===== src/hw/rtl/bph_pkg.sv =====
// ----------------------------------------------------------------------------
// bph_pkg
// Shared types and constants of the byte pair histogram.
// ----------------------------------------------------------------------------
package bph_pkg;

    localparam int BYTE_W    = 8;
    localparam int PAIR_SIDE = 256;
    localparam int ADDR_W    = 2 * BYTE_W;   // row and column of one counter
    localparam int OUT_W     = 32;
    localparam int OP_W      = 2;

    // request op codes
    localparam logic [OP_W-1:0] OP_DATA  = 2'd0;
    localparam logic [OP_W-1:0] OP_START = 2'd1;
    localparam logic [OP_W-1:0] OP_READ  = 2'd2;

    typedef enum logic [1:0] {
        ST_CLEAR,   // zeroing sweep after reset
        ST_IDLE,    // ready for a request
        ST_INC,     // counter read back, write incremented value
        ST_LOAD     // counter read back, hand it to the output register
    } t_bph_state;

    // controller -> datapath
    typedef struct packed {
        logic clr_wr;     // write zero at sweep address, advance sweep
        logic pair_rd;    // read counter at (previous byte, data byte)
        logic take_byte;  // data byte becomes previous byte
        logic restart;    // forget previous byte
        logic cnt_rd;     // read counter at (read row, read col)
        logic inc_wr;     // write saturated increment back
        logic out_load;   // load output register from read data
    } t_bph_cmd;

    // datapath -> controller
    typedef struct packed {
        logic have_previous;
        logic clr_done;   // sweep is at the last address
        logic out_free;   // output register can take a value this cycle
    } t_bph_stat;

endpackage


===== src/hw/rtl/bph_ctrl.sv =====
// ----------------------------------------------------------------------------
// bph_ctrl
// Controller: sequences clear sweep, counter updates and counter reads.
// ----------------------------------------------------------------------------
module bph_ctrl (
    input  logic                     i_clk,
    input  logic                     i_rst_n,
    input  logic                     i_in_valid,
    input  logic [bph_pkg::OP_W-1:0] i_op,
    input  bph_pkg::t_bph_stat       i_stat,
    output logic                     o_in_stall,
    output bph_pkg::t_bph_cmd        o_cmd
);

    bph_pkg::t_bph_state r_state;
    bph_pkg::t_bph_state n_state;

    always_ff @(posedge i_clk) begin
        if (!i_rst_n) begin
            r_state <= bph_pkg::ST_CLEAR;
        end else begin
            r_state <= n_state;
        end
    end

    always_comb begin
        n_state    = r_state;
        o_cmd      = '0;
        o_in_stall = 1'b1;
        unique case (r_state)
            bph_pkg::ST_CLEAR: begin
                o_cmd.clr_wr = 1'b1;
                if (i_stat.clr_done) begin
                    n_state = bph_pkg::ST_IDLE;
                end
            end
            bph_pkg::ST_IDLE: begin
                o_in_stall = 1'b0;
                if (i_in_valid) begin
                    unique case (i_op)
                        bph_pkg::OP_DATA: begin
                            o_cmd.take_byte = 1'b1;
                            if (i_stat.have_previous) begin
                                o_cmd.pair_rd = 1'b1;
                                n_state       = bph_pkg::ST_INC;
                            end
                        end
                        bph_pkg::OP_START: begin
                            o_cmd.restart = 1'b1;
                        end
                        bph_pkg::OP_READ: begin
                            o_cmd.cnt_rd = 1'b1;
                            n_state      = bph_pkg::ST_LOAD;
                        end
                        default: begin
                            // unused code: dropped
                        end
                    endcase
                end
            end
            bph_pkg::ST_INC: begin
                o_cmd.inc_wr = 1'b1;
                n_state      = bph_pkg::ST_IDLE;
            end
            bph_pkg::ST_LOAD: begin
                if (i_stat.out_free) begin
                    o_cmd.out_load = 1'b1;
                    n_state        = bph_pkg::ST_IDLE;
                end
            end
            default: begin
                n_state = bph_pkg::ST_IDLE;
            end
        endcase
    end

    // the sweep runs once per reset
    a_clear_once: assert property (@(posedge i_clk) disable iff (!i_rst_n)
        (r_state != bph_pkg::ST_CLEAR) |=> (r_state != bph_pkg::ST_CLEAR))
        else $error("clear sweep re-entered");

endmodule


===== config.mk =====
export PLATFORM = sky130hd
export DESIGN_NAME = bph_ctrl
export DESIGN_NICKNAME = d
export VERILOG_FILES = /design/src/hw/rtl/bph_pkg.sv /design/src/hw/rtl/bph_ctrl.sv
export SDC_FILE = /design/constraint.sdc
export NUM_CORES = 1
export LEC_CHECK = 0
export ABC_AREA = 1
export BUFFER_PORTS_ARGS = -buffer_cell sky130_fd_sc_hd__buf_2
export CORE_AREA = 2 2 39 41
export CTS_BUF_LIST = sky130_fd_sc_hd__clkbuf_16
export DETAILED_ROUTE_END_ITERATION = 8
export DIE_AREA = 0 0 41 43
export PLACE_DENSITY = 0.35
export REMOVE_ABC_BUFFERS = 1
export SETUP_SLACK_MARGIN = 0.05
export SYNTH_ARGS = -nofsm -noshare
export SYNTH_HDL_FRONTEND = slang
export SYNTH_SLANG_ARGS = --single-unit

===== constraint.sdc =====
create_clock -name i_clk -period 2.5 [get_ports i_clk]
set_clock_uncertainty 0.1 [all_clocks]
set_input_delay 0.375 -clock i_clk [delete_from_list [all_inputs] [get_ports i_clk]]
set_output_delay 0.375 -clock i_clk [all_outputs]
set_load 0.05 [all_outputs]

==> metrics <==
via count roughly 220; clock buffer depth 2; clock root cell clkbuf_16; FF-to-FF setup slack approximately 1.5 ns; remaining global-route overflow 0; hold-fix buffer count after cts 0; Routed WL approximately 420 um; vias in the first global route approximately 190; routability cong. 0.726; Hold Vio Cnt, Final 0; final period utilization around two thirds; most frequent cells in the layout buf_2 (15), inv_1 (7), nor2_1 (7); CP arrival approximately 1.2 ns; Std-Cell Rows 14; DR vias/cell approximately 3.5; CTS buffer count 3; Seq/Total Area, Yosys between 20% and 30%; Seq cells post-synth 2; die area 1760 um^2; CTS tree built; clock net sink count 2; Biggest register r_state; GRT Total Usage 6.81%; VDD IR-drop max between 0.5 and 0.6 mV; worst reg2reg startpoint r_state[0]; CP Data Required Time 2.03 ns; Initial Util between 10% and 20%; highest clock rate between 500 and 600 MHz; Synth Cell Area ~170 um^2; Area growth syn-to-layout 102%; Worst Reg2Reg Path Length in Cells 5; Antenna Cells 0; die height 43 um; Worst Path Class, Setup register to output port; Slew HR approximately 84%; Worst Hold Depth 3; WHS Endpoint r_state[1]; Post-CTS Setup Inserts 0; max reg flops 2; Post-route DRC 0; count of cell types in the netlist 11; synth warn 0; total of max-cap violations 0; HP Class input pin to register; Critical Path Source Type register; input/output buffers 15; post-layout min period 1.70 ns; pwr/cell area 931 nW/um^2; final core utilization 24.3%; largest net degree at the start of global routing 5; Avg Inst Size Synth approximately 5.5 um^2; H-Tree Depth 1; ANT nets after route 0; initial DRC count 7; r2r endpoint r_state[0]; Largest regs r_state: 2 flops; drt wl/cell roughly 6.5 um; Crit. End Element output port; Cells after Synth 30; Core ar. roughly 1400 um^2; drt pass-1 iters 3; initial antenna violation count 0; unrepaired setup endpoints after global routing no; HPWL after detailed placement about 360 um; Max Fanout on Critical Path 4; Final TNS setup 0 ns; status completed; clock-pin slew on the worst setup and hold paths 0.03 ns; final-layout fill cell count roughly 160; Ports 16; share of cells above drive strength 1 between 40% and 50%; post-cts sizing count 0; commonest non-fill, non-tap cell in the layout buf_2; Slew @ Worst Pin 0.249 ns; Nets 58; Lkg Pwr 0.190 nW; Setup violations, final 0; Worst-Skew Late Latency approximately 0.22 ns; fin. max-slew vios 0; hold path start i_rst_n; Die Width roughly 41 um; first-pass GRT wire length just under 700 um
[stage by stage]
stage | setup WS (ns) | cells | hold WS (ns) | total power [mW] | instance area [um^2]
3_5_place_dp | 0.948 | 61 | 0.414 | 0.0773 | 262
6_report | 0.796 | 64 | 0.287 | 0.313 | 337
3_3_place_gp | 0.936 | 61 | 0.426 | 0.0780 | 262
5_1_grt | 0.678 | 64 | 0.295 | 0.328 | 337
4_1_cts | 0.771 | 64 | 0.287 | 0.320 | 337
2_1_floorplan | 0.527 | 30 | 0.384 | 0.0644 | 166
[worst max-delay path by stage]
stage / from / end / depth (start not counted)
finish: r_state[0] / o_cmd[5] / 5
global route: r_state[0] / o_cmd[2] / 5
CTS: r_state[0] / o_cmd[5] / 5
detailed placement: i_op[1] / o_cmd[5] / 5
global placement: i_op[1] / o_cmd[5] / 5
floorplan: r_state[1] / o_cmd[0] / 2
[report_power, final]
group,internal (mW),switching [mW]
Combinational,0.0113,0.0292
Clock,0.203,0.0340
Sequential,0.0339,0.00183
Total,0.248,0.0650
[critical path, stage by stage, from the launching register on]
cell and delay [ns]:
dfxtp_1 0.37, inv_2 0.06, nor2_2 0.13, inv_2 0.08, nor2_4 0.11, buf_2 0.26
[area by class of cell]
| type | count | area, um^2 | area share [%] |
|---|---|---|---|
| Clock buffer | 3 | 75.1 | 22.3 |
| Sequential cell | 2 | 40.0 | 11.9 |
| Tap cell | 16 | 20.0 | 5.95 |
| Inverter | 9 | 33.8 | 10.0 |
| Multi-Input combinational cell | 19 | 92.6 | 27.5 |
| Timing Repair Buffer | 15 | 75.1 | 22.3 |
[per-layer routing]
layer	GRT usage [%]	wire [um]	part of all wire, %
met4	4.00	0	0
met3	9.42	71	17
met1	6.69	185	44
met5	0	0	0
met2	7.19	161	38
[synth_stat cells (all sizes together)]
| cell type | count | area [um^2] |
|---|---|---|
| nor2 | 10 | 50.1 |
| inv | 9 | 33.8 |
| nand3 | 4 | 20.0 |
| dfxtp | 2 | 40.0 |
| nand2 | 2 | 7.51 |
| a21oi | 1 | 5.00 |
| nor3 | 1 | 5.00 |
| o21ai | 1 | 5.00 |
[kinds of logic after synthesis]
group | Yosys count | share of synthesized area [%]
buffers and inverters | 9 | 20.3
AO/OA/AOI/OAI | 2 | 6.01
AND/OR/NAND/NOR | 17 | 49.6
flip-flops | 2 | 24.1
(Power assumes the default switching activity.)
